### src/hw/rtl/rrpe_pkg.sv
// shared types and constants of the rssi ranging position engine
package rrpe_pkg;

    localparam logic [1:0] OP_CAL  = 2'd0;
    localparam logic [1:0] OP_GRID = 2'd1;
    localparam logic [1:0] OP_POS  = 2'd2;

    localparam logic [1:0] TAG_ORIGIN = 2'd0;
    localparam logic [1:0] TAG_Y      = 2'd1;
    localparam logic [1:0] TAG_X      = 2'd2;

    localparam logic [1:0] SEL_X = 2'd0;
    localparam logic [1:0] SEL_Y = 2'd1;

    localparam logic CFG_CELL = 1'b0;
    localparam logic CFG_REFD = 1'b1;

    localparam int POW_W   = 11;
    localparam int F_W     = 62;
    localparam int ENTRY_W = 50;
    localparam int PP_W    = 49;
    localparam int ACC_W   = 74;
    localparam int PP_SHIFT = 25;

    localparam logic [8:0]  STEPS_PER_DECADE = 9'd432;
    localparam logic [31:0] Q28_ONE          = 32'd268435456;
    localparam logic [31:0] BASE_FACTOR_Q28  = 32'd269870052;
    localparam logic [63:0] Q28_HALF         = 64'd134217728;
    localparam logic [3:0]  LAST_FACTOR      = 4'd8;

    localparam logic [POW_W-1:0] REF_POWER_RESET = 11'd400;
    localparam logic [15:0]      CELL_RESET      = 16'd100;
    localparam logic [23:0]      REFD_RESET      = 24'd29850;

    typedef enum logic [4:0] {
        CMD_NONE,
        CMD_CAPTURE,
        CMD_LOWER,
        CMD_DIFF,
        CMD_QSTEP,
        CMD_FINIT,
        CMD_FMUL,
        CMD_FSQ,
        CMD_DEC,
        CMD_ROUND,
        CMD_PMUL0,
        CMD_PMUL1,
        CMD_DSAT,
        CMD_GLOAD,
        CMD_AX_ERR,
        CMD_AX_C,
        CMD_AX_D0,
        CMD_AX_DF,
        CMD_AX_ABS,
        CMD_AX_DEN0,
        CMD_AX_DEN1,
        CMD_DIV_CHK,
        CMD_DIV_STEP,
        CMD_DIV_STORE,
        CMD_OUT
    } t_cmd;

    typedef enum logic [1:0] {
        DEST_GX,
        DEST_GY,
        DEST_XC,
        DEST_YC
    } t_dest;

    typedef enum logic [4:0] {
        S_IDLE,
        S_LOWER,
        S_DIFF,
        S_QSTEP,
        S_FINIT,
        S_FMUL,
        S_FSQ,
        S_DEC,
        S_ROUND,
        S_PMUL0,
        S_PMUL1,
        S_DSAT,
        S_GLOAD,
        S_AX_C,
        S_AX_D0,
        S_AX_DF,
        S_AX_ABS,
        S_AX_DEN0,
        S_AX_DEN1,
        S_DIV_CHK,
        S_DIV_STEP,
        S_DIV_STORE,
        S_FIN
    } t_state;

    typedef struct packed {
        t_cmd       cmd;
        logic [1:0] sel;
    } t_ctrl_cmd;

    typedef struct packed {
        logic q_ge;
        logic q_zero;
        logic k_last;
        logic div_sat;
        logic bit_zero;
        logic cx_zero;
        logic cy_zero;
    } t_dp_status;

endpackage

### src/hw/rtl/rrpe_ctrl.sv
// controller: sequences the datapath through each op and owns the handshakes
module rrpe_ctrl (
    input  logic                  i_clk,
    input  logic                  i_rst_n,
    input  logic                  i_in_valid,
    input  logic [1:0]            i_op,
    output logic                  o_in_ready,
    output logic                  o_out_valid,
    input  logic                  i_out_ready,
    input  rrpe_pkg::t_dp_status  i_status,
    output rrpe_pkg::t_ctrl_cmd   o_cmd
);

    rrpe_pkg::t_state r_state, n_state;
    rrpe_pkg::t_dest  r_dest, n_dest;
    logic [1:0]       r_op, n_op;
    logic [1:0]       r_tag, n_tag;
    logic             r_ovalid, n_ovalid;
    logic [1:0]       axis;

    always_ff @(posedge i_clk) begin
        if (!i_rst_n) begin
            r_state  <= rrpe_pkg::S_IDLE;
            r_dest   <= rrpe_pkg::DEST_GX;
            r_op     <= rrpe_pkg::OP_CAL;
            r_tag    <= rrpe_pkg::TAG_ORIGIN;
            r_ovalid <= 1'b0;
        end else begin
            r_state  <= n_state;
            r_dest   <= n_dest;
            r_op     <= n_op;
            r_tag    <= n_tag;
            r_ovalid <= n_ovalid;
        end
    end

    always_comb begin
        n_state    = r_state;
        n_dest     = r_dest;
        n_op       = r_op;
        n_tag      = r_tag;
        n_ovalid   = r_ovalid && !i_out_ready;
        o_in_ready = 1'b0;
        o_cmd.cmd  = rrpe_pkg::CMD_NONE;
        o_cmd.sel  = r_tag;
        axis       = (r_dest == rrpe_pkg::DEST_YC) ? rrpe_pkg::SEL_Y : rrpe_pkg::SEL_X;
        unique case (r_state)
            rrpe_pkg::S_IDLE: begin
                o_in_ready = 1'b1;
                if (i_in_valid) begin
                    o_cmd.cmd = rrpe_pkg::CMD_CAPTURE;
                    n_op      = i_op;
                    n_state   = (i_op == rrpe_pkg::OP_CAL || i_op == rrpe_pkg::OP_GRID ||
                                 i_op == rrpe_pkg::OP_POS) ? rrpe_pkg::S_LOWER
                                                           : rrpe_pkg::S_FIN;
                end
            end
            rrpe_pkg::S_LOWER: begin
                o_cmd.cmd = rrpe_pkg::CMD_LOWER;
                n_tag     = (r_op == rrpe_pkg::OP_GRID) ? rrpe_pkg::TAG_Y
                                                        : rrpe_pkg::TAG_ORIGIN;
                n_state   = (r_op == rrpe_pkg::OP_CAL) ? rrpe_pkg::S_FIN : rrpe_pkg::S_DIFF;
            end
            rrpe_pkg::S_DIFF: begin
                o_cmd.cmd = rrpe_pkg::CMD_DIFF;
                n_state   = rrpe_pkg::S_QSTEP;
            end
            rrpe_pkg::S_QSTEP: begin
                if (i_status.q_ge) begin
                    o_cmd.cmd = rrpe_pkg::CMD_QSTEP;
                end else begin
                    n_state = rrpe_pkg::S_FINIT;
                end
            end
            rrpe_pkg::S_FINIT: begin
                o_cmd.cmd = rrpe_pkg::CMD_FINIT;
                n_state   = rrpe_pkg::S_FMUL;
            end
            rrpe_pkg::S_FMUL: begin
                o_cmd.cmd = rrpe_pkg::CMD_FMUL;
                n_state   = rrpe_pkg::S_FSQ;
            end
            rrpe_pkg::S_FSQ: begin
                o_cmd.cmd = rrpe_pkg::CMD_FSQ;
                n_state   = i_status.k_last ? rrpe_pkg::S_DEC : rrpe_pkg::S_FMUL;
            end
            rrpe_pkg::S_DEC: begin
                if (!i_status.q_zero) begin
                    o_cmd.cmd = rrpe_pkg::CMD_DEC;
                end else begin
                    n_state = rrpe_pkg::S_ROUND;
                end
            end
            rrpe_pkg::S_ROUND: begin
                o_cmd.cmd = rrpe_pkg::CMD_ROUND;
                n_state   = rrpe_pkg::S_PMUL0;
            end
            rrpe_pkg::S_PMUL0: begin
                o_cmd.cmd = rrpe_pkg::CMD_PMUL0;
                n_state   = rrpe_pkg::S_PMUL1;
            end
            rrpe_pkg::S_PMUL1: begin
                o_cmd.cmd = rrpe_pkg::CMD_PMUL1;
                n_state   = rrpe_pkg::S_DSAT;
            end
            rrpe_pkg::S_DSAT: begin
                o_cmd.cmd = rrpe_pkg::CMD_DSAT;
                if (r_tag != rrpe_pkg::TAG_X) begin
                    n_tag   = r_tag + 2'd1;
                    n_state = rrpe_pkg::S_DIFF;
                end else if (r_op == rrpe_pkg::OP_GRID) begin
                    n_dest  = rrpe_pkg::DEST_GY;
                    n_state = rrpe_pkg::S_GLOAD;
                end else begin
                    n_dest  = rrpe_pkg::DEST_XC;
                    n_state = rrpe_pkg::S_AX_C;
                end
            end
            rrpe_pkg::S_GLOAD: begin
                o_cmd.cmd = rrpe_pkg::CMD_GLOAD;
                o_cmd.sel = (r_dest == rrpe_pkg::DEST_GY) ? rrpe_pkg::SEL_Y : rrpe_pkg::SEL_X;
                n_state   = rrpe_pkg::S_DIV_CHK;
            end
            rrpe_pkg::S_AX_C: begin
                o_cmd.sel = axis;
                if ((axis == rrpe_pkg::SEL_Y) ? i_status.cy_zero : i_status.cx_zero) begin
                    // zero corner: flag it, the axis stays at zero
                    o_cmd.cmd = rrpe_pkg::CMD_AX_ERR;
                    if (r_dest == rrpe_pkg::DEST_XC) begin
                        n_dest = rrpe_pkg::DEST_YC;
                    end else begin
                        n_state = rrpe_pkg::S_FIN;
                    end
                end else begin
                    o_cmd.cmd = rrpe_pkg::CMD_AX_C;
                    n_state   = rrpe_pkg::S_AX_D0;
                end
            end
            rrpe_pkg::S_AX_D0: begin
                o_cmd.cmd = rrpe_pkg::CMD_AX_D0;
                o_cmd.sel = axis;
                n_state   = rrpe_pkg::S_AX_DF;
            end
            rrpe_pkg::S_AX_DF: begin
                o_cmd.cmd = rrpe_pkg::CMD_AX_DF;
                o_cmd.sel = axis;
                n_state   = rrpe_pkg::S_AX_ABS;
            end
            rrpe_pkg::S_AX_ABS: begin
                o_cmd.cmd = rrpe_pkg::CMD_AX_ABS;
                o_cmd.sel = axis;
                n_state   = rrpe_pkg::S_AX_DEN0;
            end
            rrpe_pkg::S_AX_DEN0: begin
                o_cmd.cmd = rrpe_pkg::CMD_AX_DEN0;
                o_cmd.sel = axis;
                n_state   = rrpe_pkg::S_AX_DEN1;
            end
            rrpe_pkg::S_AX_DEN1: begin
                o_cmd.cmd = rrpe_pkg::CMD_AX_DEN1;
                o_cmd.sel = axis;
                n_state   = rrpe_pkg::S_DIV_CHK;
            end
            rrpe_pkg::S_DIV_CHK: begin
                o_cmd.cmd = rrpe_pkg::CMD_DIV_CHK;
                n_state   = i_status.div_sat ? rrpe_pkg::S_DIV_STORE : rrpe_pkg::S_DIV_STEP;
            end
            rrpe_pkg::S_DIV_STEP: begin
                o_cmd.cmd = rrpe_pkg::CMD_DIV_STEP;
                if (i_status.bit_zero) begin
                    n_state = rrpe_pkg::S_DIV_STORE;
                end
            end
            rrpe_pkg::S_DIV_STORE: begin
                o_cmd.cmd = rrpe_pkg::CMD_DIV_STORE;
                o_cmd.sel = r_dest;
                unique case (r_dest)
                    rrpe_pkg::DEST_GY: begin
                        n_dest  = rrpe_pkg::DEST_GX;
                        n_state = rrpe_pkg::S_GLOAD;
                    end
                    rrpe_pkg::DEST_XC: begin
                        n_dest  = rrpe_pkg::DEST_YC;
                        n_state = rrpe_pkg::S_AX_C;
                    end
                    default: begin
                        n_state = rrpe_pkg::S_FIN;
                    end
                endcase
            end
            rrpe_pkg::S_FIN: begin
                if (!r_ovalid || i_out_ready) begin
                    o_cmd.cmd = rrpe_pkg::CMD_OUT;
                    n_ovalid  = 1'b1;
                    n_state   = rrpe_pkg::S_IDLE;
                end
            end
            default: begin
                n_state = rrpe_pkg::S_IDLE;
            end
        endcase
    end

    assign o_out_valid = r_ovalid;

endmodule

### config.mk
export PLATFORM = sky130hd
export DESIGN_NAME = rrpe_ctrl
export DESIGN_NICKNAME = d
export VERILOG_FILES = /design/src/hw/rtl/rrpe_pkg.sv /design/src/hw/rtl/rrpe_ctrl.sv
export SDC_FILE = /design/constraint.sdc
export NUM_CORES = 1
export LEC_CHECK = 0
export BUFFER_PORTS_ARGS = -buffer_cell sky130_fd_sc_hd__buf_4
export CAP_MARGIN = 10
export CELL_PAD_IN_SITES_DETAIL_PLACEMENT = 1
export CELL_PAD_IN_SITES_GLOBAL_PLACEMENT = 2
export CORE_UTILIZATION = 33
export CTS_CLUSTER_DIAMETER = 50
export CTS_CLUSTER_SIZE = 12
export DETAILED_ROUTE_END_ITERATION = 6
export HOLD_SLACK_MARGIN = 0.15
export MAX_ROUTING_LAYER = met4
export PLACE_DENSITY = 0.84
export SLEW_MARGIN = 5
export SYNTH_ARGS = -nofsm -noshare
export SYNTH_HDL_FRONTEND = slang
export SYNTH_SLANG_ARGS = --single-unit
### constraint.sdc
create_clock -name i_clk -period 3.2 [get_ports i_clk]
set_input_delay 0 -clock i_clk [delete_from_list [all_inputs] [get_ports i_clk]]
set_output_delay 0 -clock i_clk [all_outputs]
set_load 0.005 [all_outputs]
---- Yosys cells after proc, flatten, opt, wreduce, memory -nomap -nowiden ----
Index checks and enable logic that the tools add are counted.
word-level totals
  output and inout port bits .............. 9
  bits in registers ....................... 12
  input bits .............................. 13
cells by class
  add/sub/neg operators ................... 1
  eq/ne operators ......................... 41
  reduce and logical (&&, ||, !) cells .... 17
  muxes and demuxes ....................... 37
operators by type and width
  operator              number
  $pmux W5 S23          1
  $pmux W5 S22          1
  $mux W5               10
  $eq A5 B4 Y1 const B  8
  $eq A5 B5 Y1 const B  7
  $eq A5 B3 Y1 const B  4
  $ne A2 B2 Y1 const B  10
  $mux W2               6
  $pmux W2 S3           2
  $mux W1               11
  $eq A5 B2 Y1 const B  2
  $pmux W5 S2           1
  $mux W4               2
  $pmux W2 S2           2
  $eq A2 B1 Y1 const B  3
  $eq A2 B2 Y1 const B  3
  $ne A3 B3 Y1 const B  2
  $reduce_and A6 Y1     1
  $reduce_or A6 Y1      1
  $eq A5 B1 Y1 const B  1
  $logic_not A5 Y1      1
  $reduce_and A5 Y1     1
  $logic_not A2 Y1      2
  $reduce_and A2 Y1     2
  other kinds (9)       12

---- Longest topological paths before layout ----
  word-level depth ........................ 6
  depth in mapped cells ................... 8

---- Worst setup path before layout ----
OpenSTA, ideal clock, no wires.
  path kind ............................... register -> register
  start point ............................. register r_dest[0]
  end point ............................... register r_state[1]
  period minus slack after synthesis ...... 1,748 ps
  data arrival time ....................... 1,631 ps
  path slack .............................. 1,452 ps
  stages on the path, launching flop included .. 7
  cells stage by stage .................... dfxtp_1 -> ha_1 -> mux2_2 -> nand4_1 -> o21ai_2 -> a211o_1 -> a32o_1
on the way
  longest elaborated chain between the ends .. 6
ends and longest elaborated chain
  item                                                      RTL line          RTL
  start: declaration                                        rrpe_ctrl.sv:15   rrpe_pkg::t_dest r_dest, n_dest;
  start signal: assignment                                  rrpe_ctrl.sv:24   r_dest <= rrpe_pkg::DEST_GX;
  start signal: assignment                                  rrpe_ctrl.sv:30   r_dest <= n_dest;
  $eq A2 B2 Y1                                              rrpe_ctrl.sv:46   axis = (r_dest == rrpe_pkg::DEST_YC) ? rrpe_pkg::SEL_Y : rrpe_pkg::SEL_X;
  $mux W1                                                   rrpe_ctrl.sv:46
  $eq A1 B1 Y1                                              rrpe_ctrl.sv:126  if ((axis == rrpe_pkg::SEL_Y) ? i_status.cy_zero : i_status.cx_zero) begin
  $mux W1                                                   rrpe_ctrl.sv:126
  $mux W5 / $ne A3 B3 Y1 (equally long branches)            n/a
  $pmux W5 S22 / $reduce_and A6 Y1 (equally long branches)  n/a
  end signal: assignment                                    rrpe_ctrl.sv:23   r_state <= rrpe_pkg::S_IDLE;
  end signal: assignment                                    rrpe_ctrl.sv:29   r_state <= n_state;
  end: declaration                                          rrpe_ctrl.sv:14   rrpe_pkg::t_state r_state, n_state;
Parallel ways exist; a longest one is shown, timed or not.
A chain may end at the register's enable or synchronous reset.

---- Worst setup path in the final report ----
  start point ............................. register r_state[4]
  end point ............................... register r_state[0]
on the way
  longest elaborated chain between the ends .. 3
ends and longest elaborated chain
  item                                                      RTL line         RTL
  $eq A5 B5 Y1 (tied with other cells)                      rrpe_ctrl.sv:47  unique case (r_state)
  $reduce_or A2 Y1 (no line) (tied with other cells)        n/a
  $pmux W5 S22 / $reduce_and A6 Y1 (equally long branches)  n/a
Parallel ways exist; a longest one is shown, timed or not.

==> out/results.md <==
| Quantity | Reported | Unit |
| --- | --- | --- |
| Number of global-route vias before repair | 1386 | - |
| Clock-pin slew on the worst setup and hold paths | 60 | ps |
| Via density per instance | 5.94 | - |
| Overall die area | 0.00414 | mm^2 |
| # IOs | 22 | - |
| Final Util | 41.7 | % |
| Number of hold violations in the final report | 0 | - |
| Min-delay worst type | primary input to flip-flop | - |
| TritonCTS clock tree | done | - |
| Required time of the worst setup path | 3340 | ps |
| Width of the die | 64.3 | um |
| Root Buffer | sky130_fd_sc_hd__clkbuf_8 | - |
| Setup crit start kind | flip-flop | - |
| Worst slew margin relative to its limit | 37.6 | % |
| Port Buffer Count | 21 | - |
| Initial cell density of the core | 34.7 | % |
| Fill cell count | 481 | - |
| Leading register cell type out of synthesis | sky130_fd_sc_hd__dfxtp_1 | - |
| Warnings, synthesis | 0 | - |
| Setup Buffers After CTS | 0 | - |
| NumNets Final | 214 | - |
| Aggregate global-route resource usage | 23.1 | % |
| Commonest non-fill, non-tap cell in the layout | sky130_fd_sc_hd__buf_4 | - |
| Worst path arrival time | 2460 | ps |
| Comb power frac | 55.9 | % |
| Slowest Stage Delay on Critical Path | 890 | ps |
| Fraction of registers with async set or reset after synthesis | 0 | % |
| Total overflow reported by the global router | 0 | - |
| Maximum clock frequency | 431 | MHz |
| Net count of the mapped netlist | 196 | - |
| Post-synthesis sequential area ratio | 18.8 | % |
| Proportion of total power due to net switching | 48.5 | % |
| Internal cell power | 577 | uW |
| Total power per unit cell area | 729 | mW/mm^2 |
| Final Skew | 5.24 | ps |
| Share of the cycle needed by the critical path after routing | 72.4 | % |
| HPWL after DPL | 3.22 | mm |
| First-pass iteration count of the detailed router | 5 | - |
| Initial antenna violation count | 0 | - |
| Worst setup path category | flip-flop to flip-flop | - |
| Drt total wl | 4.43 | mm |
| Combined area of all synthesized cells | 0.00128 | mm^2 |
| Number of flops mapped to enable cells by yosys | 0 | - |
| Number of instances in the synthesized netlist | 179 | - |
| Met1 Routed Length | 1.94 | mm |
| Final instance area | 0.00154 | mm^2 |
| Most used cells in the layout excluding fill and tap cells | 22 x sky130_fd_sc_hd__buf_4, 19 x sky130_fd_sc_hd__nand2_1, 13 x sky130_fd_sc_hd__a21oi_1, 13 x sky130_fd_sc_hd__o21ai_0 | - |
| Transition at the pin with the smallest max-transition slack | 935 | ps |
| Number of register bits inferred by synthesis | 12 | - |
| Clock latency on the worst-skew pair | 250 | ps |
| Synthesized area divided by synthesized cell count | 7.16 | um^2 |
| Post-place instance area | 0.00144 | mm^2 |
| Worst-case clock buffer depth | 2 | - |
| Met2 routed wirelength | 2.13 | mm |
| Antenna diode instance count | 0 | - |
| Routed wire per std cell | 18.2 | um |
| Number of gates resized after CTS | 0 | - |
| TritonCTS sink count | 12 | - |
| Time the worst path needs with I/O delays and setup | 2320 | ps |
| Routability Congestion | 0.894 | - |
| CTS H-tree lvls | 1 | - |
| Leakage power summed over all cells | 0.000601 | uW |
| Residual antenna-violating net count after detailed routing | 0 | - |
| Post-CTS Hold Buffers | 4 | - |
| Status | finished, final reports clean | - |
| Final sum of negative setup slack | 0 | ps |
| Clock power share | 15.2 | % |
| Total clock buffers created by CTS | 3 | - |
| Overall via count from detail_route | 1449 | - |
| Layout overhead on the synthesized area | 19.9 | % |
| Slowest CP cell | sky130_fd_sc_hd__dfxtp_1 | - |
| Distinct cell type count after synthesis | 55 | - |
| First-pass GRT wire length | 7.02 | mm |
| RSZ-0062 raised after global routing | no | - |
| VDD IR-drop max | 0.246 | mV |
| Final count of negative-setup-slack endpoints | 0 | - |
| Count of placed standard cells in the final layout, fillers left out | 244 | - |
| Number of core rows | 22 | - |
| Maximum number of pins on one net before global-route repair | 29 | - |
| Highest metal used | met4 | - |
| Crit path cell chain | nor2_1 > nand2_1 > inv_1 > a221oi_1 > o21ai_0 > a22o_1 | - |
| Initial drt markers | 84 | - |
| Sequential cell fraction of total power | 28.9 | % |
| Slew Viols, Final | 0 | - |
| Element type at the critical path end | flip-flop | - |
| Count of maximum capacitance violations | 0 | - |
| Maximum fanout count along the critical path | 26 | - |
| Std-Cell Core Area | 0.00369 | mm^2 |
| DRC viols | 0 | - |
| # placed instances | 236 | - |
| WL met3 | 211 | um |
| Fraction of final layout cells sized beyond drive strength 1 | 17.9 | % |
| DIE HEIGHT | 64.3 | um |
| Net switching power | 544 | uW |
-- Yosys cell counts (4+ instances only) --
cell	instances	area, um^2
sky130_fd_sc_hd__nand2_1	19	71.3
sky130_fd_sc_hd__a21oi_1	13	65.1
sky130_fd_sc_hd__o21ai_0	13	65.1
sky130_fd_sc_hd__dfxtp_1	12	240
sky130_fd_sc_hd__nor2_1	12	45.0
sky130_fd_sc_hd__inv_1	11	41.3
sky130_fd_sc_hd__nor2b_1	11	68.8
sky130_fd_sc_hd__buf_2	7	35.0
sky130_fd_sc_hd__nand3_1	7	35.0
sky130_fd_sc_hd__clkbuf_1	4	15.0
sky130_fd_sc_hd__ha_1	4	50.1
-- cell type report --
class                   count  area (um^2)  share of cell area, %
inverters                  11         41.3                   2.69
flip-flops and latches     12          240                   15.6
clock buffers               4         55.1                   3.58
multi-input cells         143          935                   60.8
repair buffers             26          205                   13.4
well taps                  48         60.1                   3.91
-- per-layer routing --
layer | up-vias | global-route usage [%]
met3 | 13 | 3.93
met2 | 51 | 36.1
met5 | - | -
li1 | 694 | -
met1 | 691 | 28.9
met4 | 0 | 10.6
-- power by group through the flow --
stage | sequential (uW) | combinational [uW] | clock (uW)
2_1_floorplan | 212 | 498 | 0
3_3_place_gp | 318 | 607 | 0
3_5_place_dp | 324 | 611 | 0
4_1_cts | 321 | 621 | 176
5_1_grt | 339 | 676 | 186
6_report | 324 | 627 | 170
-- kinds of logic (layout without fill, tap and decap cells) --
logic type	after synthesis	after routing	share of synthesized area (%)
simple gates	75	75	32.2
compound gates	59	59	32.7
buf+inv	24	41	8.30
flops	12	12	18.7
mux	5	5	4.10
fa+ha+maj	4	4	3.91
-- state kept, by name, indices dropped and copies added (netlist names) --
signal,count
o_out_valid,1
r_dest,2
r_op,2
r_state,5
r_tag,2
-- through the flow --
stage          hold slack [ps]  total power, uW  worst slack (ps)
6_report                   250             1120               882
5_1_grt                    265             1200               711
4_1_cts                    244             1120               919
3_5_place_dp               253              935               961
3_3_place_gp               238              925               992
2_1_floorplan              144              710              1450
-- worst max-delay path, delay by kind of cell (launching register included) --
| kind | cells | cell delay (ps) |
|---|---|---|
| flops | 1 | 890 |
| compound gates | 3 | 740 |
| buf+inv | 1 | 130 |
| simple gates | 2 | 450 |
-- path summary, 6_finish.rpt --
path	from	endpoint	slack, ps	depth (start not counted)
setup / recovery	r_state[4]	r_state[0]	880	6
hold / removal	i_in_valid	r_state[0]	250	4
setup reg to reg	r_state[4]	r_state[0]	880	6
hold reg to reg	r_dest[1]	r_dest[1]	500	2
Power figures use the tool's default switching activity.
